### src/sv/ffve_pkg.sv
// Package for the urlencoded form field extractor.
// Holds shared widths, character codes, register indexes, payload types and helpers.
// No dependencies; every other file of the block refers to it by scoped names.
package ffve_pkg;

   // Defaults for the top-level parameters.
   localparam int MAX_KEY_BYTES_DEF = 8;
   localparam int OFFSET_BITS_DEF   = 16;

   // Fixed widths of the channel fields.
   localparam int BYTE_BITS      = 8;
   localparam int KEY_BITS       = 64;
   localparam int KEY_LEN_BITS   = 4;
   localparam int FIELD_BITS     = 16;
   localparam int CSR_INDEX_BITS = 4;

   // Separator characters of a urlencoded body.
   localparam logic [BYTE_BITS-1:0] AMP_CHAR = 8'h26;
   localparam logic [BYTE_BITS-1:0] EQ_CHAR  = 8'h3D;

   // Configuration register indexes.
   localparam logic [CSR_INDEX_BITS-1:0] REG_KEY_CHARS  = 4'd0;
   localparam logic [CSR_INDEX_BITS-1:0] REG_KEY_LENGTH = 4'd1;
   localparam logic [CSR_INDEX_BITS-1:0] REG_MULTI_MODE = 4'd2;

   // Current configuration, as seen by the scanner.
   typedef struct packed {
      logic [KEY_BITS-1:0]     key_chars;
      logic [KEY_LEN_BITS-1:0] key_length;
      logic                    multi_mode;
   } cfg_type;

   // One result as it leaves the block.
   typedef struct packed {
      logic                  span_valid;
      logic [FIELD_BITS-1:0] value_start;
      logic [FIELD_BITS-1:0] value_length;
      logic                  body_end;
   } result_type;

   // Fold ASCII upper case letters to lower case; other bytes pass unchanged.
   function automatic logic [BYTE_BITS-1:0] fold_lower(input logic [BYTE_BITS-1:0] c);
      logic [BYTE_BITS-1:0] r;
      r = c;
      if (c >= 8'h41 && c <= 8'h5A) begin
         r = c | 8'h20;
      end
      return r;
   endfunction

endpackage

### src/sv/ffve_if.sv
// Channel interfaces of the form field extractor: body bytes, results, register writes.
// Each carries valid, ready and its payload, with source and sink modports.
// Depends on ffve_pkg for field widths.
interface ffve_req_if;
   logic                           valid;
   logic                           ready;
   logic [ffve_pkg::BYTE_BITS-1:0] body_byte;
   logic                           body_last;

   modport source (output valid, output body_byte, output body_last, input ready);
   modport sink   (input valid, input body_byte, input body_last, output ready);
endinterface

interface ffve_rsp_if;
   logic                            valid;
   logic                            ready;
   logic                            span_valid;
   logic [ffve_pkg::FIELD_BITS-1:0] value_start;
   logic [ffve_pkg::FIELD_BITS-1:0] value_length;
   logic                            body_end;

   modport source (output valid, output span_valid, output value_start,
                   output value_length, output body_end, input ready);
   modport sink   (input valid, input span_valid, input value_start,
                   input value_length, input body_end, output ready);
endinterface

interface ffve_csr_if;
   logic                                valid;
   logic                                ready;
   logic [ffve_pkg::CSR_INDEX_BITS-1:0] index;
   logic [ffve_pkg::KEY_BITS-1:0]       data;

   modport source (output valid, output index, output data, input ready);
   modport sink   (input valid, input index, input data, output ready);
endinterface

### src/sv/ffve_csr.sv
// Configuration registers of the form field extractor: key bytes, key length, mode.
// Depends on ffve_pkg for the register indexes and the cfg_type struct.
// Writes are always taken; indexes beyond the list are ignored.
module ffve_csr (
   input  logic              clock,
   input  logic              reset,
   input  logic              wr_valid,
   input  logic [ffve_pkg::CSR_INDEX_BITS-1:0] wr_index,
   input  logic [ffve_pkg::KEY_BITS-1:0]       wr_data,
   output logic              wr_ready,
   output ffve_pkg::cfg_type cfg
);

   ffve_pkg::cfg_type cfg_ff;
   ffve_pkg::cfg_type cfg_in;

   assign wr_ready = 1'b1;
   assign cfg      = cfg_ff;

   // Decode the write index and update the addressed register.
   always_comb begin
      cfg_in = cfg_ff;
      if (wr_valid) begin
         if (wr_index == ffve_pkg::REG_KEY_CHARS) begin
            cfg_in.key_chars = wr_data;
         end else if (wr_index == ffve_pkg::REG_KEY_LENGTH) begin
            cfg_in.key_length = wr_data[ffve_pkg::KEY_LEN_BITS-1:0];
         end else if (wr_index == ffve_pkg::REG_MULTI_MODE) begin
            cfg_in.multi_mode = wr_data[0];
         end
      end
   end

   always_ff @(posedge clock) begin
      if (reset) begin
         cfg_ff.key_chars  <= '0;
         cfg_ff.key_length <= ffve_pkg::KEY_LEN_BITS'(1);
         cfg_ff.multi_mode <= 1'b0;
      end else begin
         cfg_ff <= cfg_in;
      end
   end

endmodule

### src/sv/ffve_scan.sv
// Segment scanner of the form field extractor: key compare, value tracking, span report.
// Holds the per-body state and computes at most one result per byte in a single pass.
// Depends on ffve_pkg for character codes, types and the case-folding helper.
module ffve_scan #(
   parameter int MAX_KEY_BYTES = ffve_pkg::MAX_KEY_BYTES_DEF,
   parameter int OFFSET_BITS   = ffve_pkg::OFFSET_BITS_DEF
) (
   input  logic                           clock,
   input  logic                           reset,
   input  logic                           advance,
   input  logic [ffve_pkg::BYTE_BITS-1:0] body_byte,
   input  logic                           body_last,
   input  ffve_pkg::cfg_type              cfg,
   output logic                           has_result,
   output ffve_pkg::result_type           result
);

   localparam int KIW = $clog2(MAX_KEY_BYTES + 1);
   localparam int KEY_SLOTS = ffve_pkg::KEY_BITS / ffve_pkg::BYTE_BITS;

   // Segment state codes.
   localparam logic [1:0] MODE_COMPARE = 2'd0;
   localparam logic [1:0] MODE_VALUE   = 2'd1;
   localparam logic [1:0] MODE_SKIP    = 2'd2;

   logic [OFFSET_BITS-1:0] pos_ff, pos_in;
   logic [KIW-1:0]         key_idx_ff, key_idx_in;
   logic [1:0]             mode_ff, mode_in;
   logic [OFFSET_BITS-1:0] open_start_ff, open_start_in;
   logic                   first_rep_ff, first_rep_in;

   logic [KIW-1:0]                    key_idx_scan;
   logic [1:0]                        mode_scan;
   logic [OFFSET_BITS-1:0]            open_start_scan;
   logic [ffve_pkg::KEY_LEN_BITS-1:0] klen;
   logic [OFFSET_BITS-1:0]            pos_next;
   logic [OFFSET_BITS-1:0]            close_end;
   logic [OFFSET_BITS-1:0]            span_len;
   logic [ffve_pkg::BYTE_BITS-1:0]    key_byte;
   logic [ffve_pkg::BYTE_BITS-1:0]    key_bytes [KEY_SLOTS];
   logic                              closed;
   logic                              report;

   // Split the key register into bytes, first byte lowest.
   always_comb begin
      for (int i = 0; i < KEY_SLOTS; i++) begin
         key_bytes[i] = cfg.key_chars[i*ffve_pkg::BYTE_BITS +: ffve_pkg::BYTE_BITS];
      end
   end

   // Clamp the key length into the supported range.
   always_comb begin
      if (cfg.key_length == '0) begin
         klen = ffve_pkg::KEY_LEN_BITS'(1);
      end else if (cfg.key_length > ffve_pkg::KEY_LEN_BITS'(MAX_KEY_BYTES)) begin
         klen = ffve_pkg::KEY_LEN_BITS'(MAX_KEY_BYTES);
      end else begin
         klen = cfg.key_length;
      end
   end

   // Saturating position of the byte after the current one.
   assign pos_next = (pos_ff == '1) ? pos_ff : pos_ff + 1'b1;
   assign key_byte = key_bytes[3'(key_idx_ff)];

   // Segment state transitions and span closing.
   always_comb begin
      key_idx_scan    = key_idx_ff;
      mode_scan       = mode_ff;
      open_start_scan = open_start_ff;
      closed          = 1'b0;
      close_end       = '0;

      unique case (mode_ff)
         MODE_COMPARE: begin
            if (body_byte == ffve_pkg::AMP_CHAR) begin
               key_idx_scan = '0;
            end else if (ffve_pkg::KEY_LEN_BITS'(key_idx_ff) >= klen) begin
               if (body_byte == ffve_pkg::EQ_CHAR) begin
                  open_start_scan = pos_next;
                  mode_scan       = MODE_VALUE;
               end else begin
                  mode_scan = MODE_SKIP;
               end
            end else if (ffve_pkg::fold_lower(body_byte) == ffve_pkg::fold_lower(key_byte)) begin
               key_idx_scan = KIW'(key_idx_ff + 1'b1);
            end else begin
               mode_scan = MODE_SKIP;
            end
         end
         MODE_VALUE: begin
            if (body_byte == ffve_pkg::AMP_CHAR) begin
               closed       = 1'b1;
               close_end    = pos_ff;
               mode_scan    = MODE_COMPARE;
               key_idx_scan = '0;
            end
         end
         default: begin
            if (body_byte == ffve_pkg::AMP_CHAR) begin
               mode_scan    = MODE_COMPARE;
               key_idx_scan = '0;
            end
         end
      endcase

      // The last byte closes a value that is still open.
      if (body_last && mode_scan == MODE_VALUE) begin
         closed    = 1'b1;
         close_end = pos_next;
      end
   end

   // Decide whether the closed span is reported and build the result.
   assign report   = closed && (cfg.multi_mode || !first_rep_ff);
   assign span_len = (close_end > open_start_scan) ? close_end - open_start_scan : '0;

   always_comb begin
      has_result          = report || body_last;
      result.span_valid   = report;
      result.value_start  = report ? ffve_pkg::FIELD_BITS'(open_start_scan) : '0;
      result.value_length = report ? ffve_pkg::FIELD_BITS'(span_len) : '0;
      result.body_end     = body_last;
   end

   // The last byte returns the per-body state to its starting point.
   always_comb begin
      first_rep_in  = first_rep_ff || report;
      pos_in        = pos_next;
      key_idx_in    = key_idx_scan;
      mode_in       = mode_scan;
      open_start_in = open_start_scan;
      if (body_last) begin
         pos_in        = '0;
         key_idx_in    = '0;
         mode_in       = MODE_COMPARE;
         open_start_in = '0;
         first_rep_in  = 1'b0;
      end
   end

   always_ff @(posedge clock) begin
      if (reset) begin
         pos_ff        <= '0;
         key_idx_ff    <= '0;
         mode_ff       <= MODE_COMPARE;
         open_start_ff <= '0;
         first_rep_ff  <= 1'b0;
      end else if (advance) begin
         pos_ff        <= pos_in;
         key_idx_ff    <= key_idx_in;
         mode_ff       <= mode_in;
         open_start_ff <= open_start_in;
         first_rep_ff  <= first_rep_in;
      end
   end

endmodule

### src/sv/form_field_value_extract.sv
// Top level of the urlencoded form field extractor.
// Depends on ffve_pkg, the channel interfaces in ffve_if, ffve_csr and ffve_scan.
//
//   Channel   Direction  Payload                                         Interface
//   req_chan  in         body_byte, body_last                            ffve_req_if.sink
//   rsp_chan  out        span_valid, value_start, value_length, body_end ffve_rsp_if.source
//   csr_chan  in         index, data                                     ffve_csr_if.sink
//
// A body byte is taken into an input register, scanned combinationally and its result, if
// any, lands in the output register; one byte a cycle while rsp_chan does not stall.
// The input register still takes one byte while a result waits for rsp_chan.ready.
// A stall on rsp_chan holds the input register only when a result is still waiting.
// Reset clears the configuration to key length one and single mode, and the body state.
module form_field_value_extract #(
   parameter int MAX_KEY_BYTES = ffve_pkg::MAX_KEY_BYTES_DEF,
   parameter int OFFSET_BITS   = ffve_pkg::OFFSET_BITS_DEF
) (
   input  logic       clock,
   input  logic       reset,
   ffve_req_if.sink   req_chan,
   ffve_rsp_if.source rsp_chan,
   ffve_csr_if.sink   csr_chan
);

   logic                           in_valid_ff, in_valid_in;
   logic [ffve_pkg::BYTE_BITS-1:0] in_byte_ff;
   logic                           in_last_ff;
   logic                           out_valid_ff, out_valid_in;
   ffve_pkg::result_type           out_data_ff;

   ffve_pkg::cfg_type    cfg;
   ffve_pkg::result_type scan_result;
   logic                 scan_has_result;
   logic                 advance;
   logic                 csr_ready;

   // Configuration registers.
   ffve_csr u_csr (
      .clock    (clock),
      .reset    (reset),
      .wr_valid (csr_chan.valid),
      .wr_index (csr_chan.index),
      .wr_data  (csr_chan.data),
      .wr_ready (csr_ready),
      .cfg      (cfg)
   );

   assign csr_chan.ready = csr_ready;

   // Scanner works on the byte in the input register.
   ffve_scan #(
      .MAX_KEY_BYTES (MAX_KEY_BYTES),
      .OFFSET_BITS   (OFFSET_BITS)
   ) u_scan (
      .clock      (clock),
      .reset      (reset),
      .advance    (advance),
      .body_byte  (in_byte_ff),
      .body_last  (in_last_ff),
      .cfg        (cfg),
      .has_result (scan_has_result),
      .result     (scan_result)
   );

   // The held byte moves on when the output register is free or being emptied.
   assign advance        = in_valid_ff && (!out_valid_ff || rsp_chan.ready);
   assign req_chan.ready = !in_valid_ff || advance;

   // Input register occupancy.
   always_comb begin
      in_valid_in = in_valid_ff;
      if (advance) begin
         in_valid_in = 1'b0;
      end
      if (req_chan.valid && req_chan.ready) begin
         in_valid_in = 1'b1;
      end
   end

   // Output register occupancy.
   always_comb begin
      out_valid_in = out_valid_ff;
      if (rsp_chan.ready) begin
         out_valid_in = 1'b0;
      end
      if (advance && scan_has_result) begin
         out_valid_in = 1'b1;
      end
   end

   always_ff @(posedge clock) begin
      if (reset) begin
         in_valid_ff  <= 1'b0;
         out_valid_ff <= 1'b0;
      end else begin
         in_valid_ff  <= in_valid_in;
         out_valid_ff <= out_valid_in;
      end
   end

   // Payload registers carry no reset.
   always_ff @(posedge clock) begin
      if (req_chan.valid && req_chan.ready) begin
         in_byte_ff <= req_chan.body_byte;
         in_last_ff <= req_chan.body_last;
      end
      if (advance && scan_has_result) begin
         out_data_ff <= scan_result;
      end
   end

   assign rsp_chan.valid        = out_valid_ff;
   assign rsp_chan.span_valid   = out_data_ff.span_valid;
   assign rsp_chan.value_start  = out_data_ff.value_start;
   assign rsp_chan.value_length = out_data_ff.value_length;
   assign rsp_chan.body_end     = out_data_ff.body_end;

endmodule

### src/flat_wrapper.sv
// flat-port wrapper written by rule: the top's interface ports become plain ports
module form_field_value_extract_flat 
#(
   parameter int MAX_KEY_BYTES = ffve_pkg::MAX_KEY_BYTES_DEF,
   parameter int OFFSET_BITS   = ffve_pkg::OFFSET_BITS_DEF
)
  (clock, reset, req_chan_valid, req_chan_body_byte, req_chan_body_last, req_chan_ready, rsp_chan_valid, rsp_chan_span_valid, rsp_chan_value_start, rsp_chan_value_length, rsp_chan_body_end, rsp_chan_ready, csr_chan_valid, csr_chan_index, csr_chan_data, csr_chan_ready);
  ffve_req_if req_chan_i ();
  ffve_rsp_if rsp_chan_i ();
  ffve_csr_if csr_chan_i ();
  input  logic clock;
  input  logic reset;
  input wire logic [$bits(req_chan_i.valid)-1:0] req_chan_valid;
  input wire logic [$bits(req_chan_i.body_byte)-1:0] req_chan_body_byte;
  input wire logic [$bits(req_chan_i.body_last)-1:0] req_chan_body_last;
  output wire logic [$bits(req_chan_i.ready)-1:0] req_chan_ready;
  output wire logic [$bits(rsp_chan_i.valid)-1:0] rsp_chan_valid;
  output wire logic [$bits(rsp_chan_i.span_valid)-1:0] rsp_chan_span_valid;
  output wire logic [$bits(rsp_chan_i.value_start)-1:0] rsp_chan_value_start;
  output wire logic [$bits(rsp_chan_i.value_length)-1:0] rsp_chan_value_length;
  output wire logic [$bits(rsp_chan_i.body_end)-1:0] rsp_chan_body_end;
  input wire logic [$bits(rsp_chan_i.ready)-1:0] rsp_chan_ready;
  input wire logic [$bits(csr_chan_i.valid)-1:0] csr_chan_valid;
  input wire logic [$bits(csr_chan_i.index)-1:0] csr_chan_index;
  input wire logic [$bits(csr_chan_i.data)-1:0] csr_chan_data;
  output wire logic [$bits(csr_chan_i.ready)-1:0] csr_chan_ready;
  assign req_chan_i.valid = req_chan_valid;
  assign req_chan_i.body_byte = req_chan_body_byte;
  assign req_chan_i.body_last = req_chan_body_last;
  assign req_chan_ready = req_chan_i.ready;
  assign rsp_chan_valid = rsp_chan_i.valid;
  assign rsp_chan_span_valid = rsp_chan_i.span_valid;
  assign rsp_chan_value_start = rsp_chan_i.value_start;
  assign rsp_chan_value_length = rsp_chan_i.value_length;
  assign rsp_chan_body_end = rsp_chan_i.body_end;
  assign rsp_chan_i.ready = rsp_chan_ready;
  assign csr_chan_i.valid = csr_chan_valid;
  assign csr_chan_i.index = csr_chan_index;
  assign csr_chan_i.data = csr_chan_data;
  assign csr_chan_ready = csr_chan_i.ready;
  form_field_value_extract #(.MAX_KEY_BYTES(MAX_KEY_BYTES), .OFFSET_BITS(OFFSET_BITS)) u_core (.clock(clock), .reset(reset), .req_chan(req_chan_i), .rsp_chan(rsp_chan_i), .csr_chan(csr_chan_i));
endmodule
### config.mk
export PLATFORM = sky130hd
export DESIGN_NAME = form_field_value_extract_flat
export DESIGN_NICKNAME = d
export VERILOG_FILES = /design/src/sv/ffve_pkg.sv /design/src/sv/ffve_if.sv /design/src/sv/ffve_csr.sv /design/src/sv/ffve_scan.sv /design/src/sv/form_field_value_extract.sv /design/src/flat_wrapper.sv
export SDC_FILE = /design/constraint.sdc
export NUM_CORES = 1
export LEC_CHECK = 0
export ABC_AREA = 1
export ABC_CLOCK_PERIOD_IN_PS = 4300
export BUFFER_PORTS_ARGS = -buffer_cell sky130_fd_sc_hd__buf_2
export CELL_PAD_IN_SITES_DETAIL_PLACEMENT = 1
export CELL_PAD_IN_SITES_GLOBAL_PLACEMENT = 2
export CORE_UTILIZATION = 29
export DETAILED_ROUTE_END_ITERATION = 12
export GPL_TIMING_DRIVEN = 0
export HOLD_SLACK_MARGIN = 0.02
export PLACE_DENSITY_LB_ADDON = 0.2
export SLEW_MARGIN = 10
export SYNTH_ARGS = -nofsm -noshare
export SYNTH_HDL_FRONTEND = slang
export SYNTH_HIERARCHICAL = 1
export SYNTH_SLANG_ARGS = --single-unit
### constraint.sdc
create_clock -name clock -period 4.3 [get_ports clock]
set_input_delay 0.215 -clock clock [delete_from_list [all_inputs] [get_ports clock]]
set_output_delay 0.215 -clock clock [all_outputs]
set_load 0.05 [all_outputs]
==> flow_metrics.env <==
export IMPL_status="finished with violations"
export IMPL_violations="negative setup slack"
export IMPL_ys_flop_type="dfxtp_1"
export IMPL_min_path_type="in2reg"
export IMPL_crit_family="compound AO/OA/AOI/OAI gates"
export IMPL_die_h_um=185
export IMPL_r2r_start="u_core/u_scan/key_idx_ff[0]$_SDFFE_PP0P_"
export IMPL_clock_sinks=153
export IMPL_dpl_hpwl_um=24800
export IMPL_critPathArrivalTime_ns=4.72
export IMPL_start_util_pct=29.6
export IMPL_num_vias=9529
export IMPL_nets=1754
export IMPL_max_slew_worst_pin_slew_ns=0.861
export IMPL_ir_worst_vdd_uv=232
export IMPL_leakage_nw=5.77
export IMPL_finalHoldViolCount=0
export IMPL_final_area_sq_um=12200
export IMPL_grt_pass1_vias=9489
export IMPL_slowest_stage="fa_2"
export IMPL_synth_most_common_cell="nand2_1"
export IMPL_synth_area_top_cells="dfxtp_1 (23%), nand2_1 (14%), edfxtp_1 (13%), inv_1 (13%), nor2_1 (5.6%)"
export IMPL_start_kind="flip-flop"
export IMPL_grt_pass1_wl_um=51700
export IMPL_placed_area_sq_um=10800
export IMPL_wl_per_cell_um=15.5
export IMPL_clockPowerShare_pct=42.9
export IMPL_required_ns=4.58
export IMPL_final_cells=2103
export IMPL_drc_errors=0
export IMPL_totalWireLength_um=32600
export IMPL_synth_seq_cells=153
export IMPL_synth_cell_type_count=50
export IMPL_drv_cap=0
export IMPL_period_share_pct=103
export IMPL_firstDrtPassIters=5
export IMPL_clk_latency_ns=0.43
export IMPL_p_switching_w=0.000972
export IMPL_grt_use_total_pct=19.8
export IMPL_asyncSetResetFlopFracSynth_pct=0
export IMPL_final_min_clock_period_ns=4.44
export IMPL_grt_max_degree=33
export IMPL_slew_headroom_pct=42.0
export IMPL_slew_violations=0
export IMPL_worst_r2r_path_depth=29
export IMPL_slowest_delay_ns=0.39
export IMPL_internal_power_w=0.00252
export IMPL_ys_seq_area_share_pct=36.1
export IMPL_clockRootBuffer="clkbuf_16"
export IMPL_die_area_sq_um=34100
export IMPL_port_buffer_count=117
export IMPL_end_kind="flip-flop"
export IMPL_setup_viol=16
export IMPL_cts_buffers=17
export IMPL_rows=66
export IMPL_synth_edff_count=43
export IMPL_syn_avg_cell_area_sq_um=6.59
export IMPL_core_area_sq_um=32700
export IMPL_pin_count=119
export IMPL_netlist_instances=1469
export IMPL_synth_top_area_share_pct=22.8
export IMPL_diodes=0
export IMPL_reg2reg_to="u_core/rsp_chan.value_length[7]$_DFFE_PP_"
export IMPL_chipWidth_um=185
export IMPL_powerDensity_nw_per_um2=286
export IMPL_cp_num_buf_inv=7
export IMPL_power_w=0.00349
export IMPL_area_delta_synth_final_pct=26.1
export IMPL_synth_nets=1574
export IMPL_path_max_fanout=8
export IMPL_drive_above_1_share_pct=21.3
export IMPL_cts_tree="built"
export IMPL_sw_frac_of_total_pct=27.8
export IMPL_rrSetupSlack_ns=-0.14
export IMPL_gp_congestion=0.813
export IMPL_min_path_cells=2
export IMPL_antenna_found_initial=0
export IMPL_hold_path_end="u_core/in_valid_ff$_SDFFE_PP0P_"
export IMPL_dp_cells=2029
export IMPL_ant_nets=0
export IMPL_synth_area_sq_um=9670
export IMPL_hold_path_startpoint="reset"
export IMPL_grt_overflow=0
export IMPL_rsz0062_at_grt="true"
export IMPL_synth_top_area_cell="dfxtp_1"
export IMPL_fin_skew_ns=0.0102
export IMPL_fmax_mhz=225
export IMPL_drt_iter0_drc=381
export IMPL_layout_setup_ws_ns=-0.140
export IMPL_yosys_top_cells_count="nand2_1 (371), inv_1 (334), nor2_1 (144)"
export IMPL_seq_power_share_pct=43.8
export IMPL_final_core_util_pct=37.3
export IMPL_htree_levels=4
export IMPL_synth_warnings=6
export IMPL_combPwrFrac_pct=13.3
export IMPL_clkTransAtPathRegs_ns=0.07
export IMPL_cts_buffer_depth=2
export IMPL_vias_per_cell=4.53
export IMPL_worstSetupPathType="reg2reg"
==> cell type report <==
class / count / area, sq um
clock buffer: 22 / 475
timing repair buffer: 161 / 963
clock inverter: 9 / 87.6
fill: 4215 / 20500
multi-input combinational: 909 / 4820
buffer: 69 / 512
tap: 442 / 553
sequential: 153 / 3500
inverter: 338 / 1280
==> flip-flops by register name, summed over array words and instances (netlist names), 2 cells and up <==
register and cells:
u_core/in_byte_ff 8, u_core/rsp_chan.value_length 16, u_core/rsp_chan.value_start 16, u_core/u_csr/cfg 69, u_core/u_scan/key_idx_ff 4, u_core/u_scan/mode_ff 2, u_core/u_scan/open_start_ff 16, u_core/u_scan/pos_ff 16
==> power by group through the flow <==
stage          clock (W)  sequential [W]  combinational (W)
5_1_grt          0.00161         0.00153           0.000517
2_1_floorplan          0         0.00158           0.000239
4_1_cts          0.00155         0.00153           0.000443
3_3_place_gp           0         0.00156           0.000408
6_report         0.00150         0.00153           0.000465
3_5_place_dp           0         0.00156           0.000415
==> metrics by stage <==
stage / setup slack, ns / hold slack (ns) / setup TNS [ns]
after floorplan: 0.182 / 0.284 / 0
after global placement: -0.872 / 0.394 / -39.39
after detailed placement: -0.880 / 0.394 / -12.29
after CTS: -0.0820 / 0.0308 / -0.350
after global routing: -0.410 / 0.0437 / -5.57
final: -0.140 / 0.0415 / -1.34
==> per-layer routing <==
metal	routed length [um]	track usage, %
met1	17500	29.5
met2	13900	29.8
met3	933	2.96
met4	303	4.23
met5	0	0
==> worst max-delay path by stage <==
| stage | slack, ns | to | start | cells past startpoint |
|---|---|---|---|---|
| 2_1_floorplan | 0.18 | u_core/rsp_chan.value_length[10]$_DFFE_PP_ | u_core/u_scan/key_idx_ff[0]$_SDFFE_PP0P_ | 28 |
| 3_3_place_gp | -0.87 | u_core/rsp_chan.value_length[11]$_DFFE_PP_ | u_core/u_scan/key_idx_ff[1]$_SDFFE_PP0P_ | 27 |
| 3_5_place_dp | -0.88 | u_core/rsp_chan.value_length[14]$_DFFE_PP_ | u_core/u_scan/key_idx_ff[1]$_SDFFE_PP0P_ | 28 |
| 4_1_cts | -0.08 | u_core/rsp_chan.value_length[6]$_DFFE_PP_ | u_core/u_scan/key_idx_ff[0]$_SDFFE_PP0P_ | 29 |
| 5_1_grt | -0.41 | u_core/rsp_chan.value_length[6]$_DFFE_PP_ | u_core/u_csr/cfg[3]$_SDFFE_PP0P_ | 30 |
| 6_report | -0.14 | u_core/rsp_chan.value_length[7]$_DFFE_PP_ | u_core/u_scan/key_idx_ff[0]$_SDFFE_PP0P_ | 29 |
==> layout by cell type (no fill, tap or decap), types with 9 or more instances in the layout <==
master / instances
nand3_1: 49
a21oi_1: 56
nor2_1: 138
buf_2: 127
dfxtp_1: 106
buf_6: 21
o21ai_1: 15
nand3_2: 17
or2_2: 15
buf_4: 36
nand4_1: 77
nand2_2: 15
o21ai_2: 9
edfxtp_1: 43
clkbuf_16: 18
ha_1: 14
buf_1: 9
xor2_1: 13
o21ai_0: 35
nand2_1: 356
dlygate4sd3_1: 11
nor2_2: 34
clkbuf_1: 20
inv_1: 331
==> cells by family after synthesis <==
kind of cell	share of synthesized area, %
AOI/OAI and AO/OA	8.42
xor gates and xnor gates	1.36
buffers and inverters	17.9
DFF	36.1
other	0.0388
adders and majority gates	3.05
and+or+nand+nor	33.1
==> repair_timing <==
item,CTS,global route
gates cloned,1,0
resized for setup,79,40
endpoints found under the hold margin,11,0
pin swaps,22,27
hold buffers,11,0
setup endpoints to repair,16,16
buffers inserted,20,11
(Power assumes the default switching activity.)
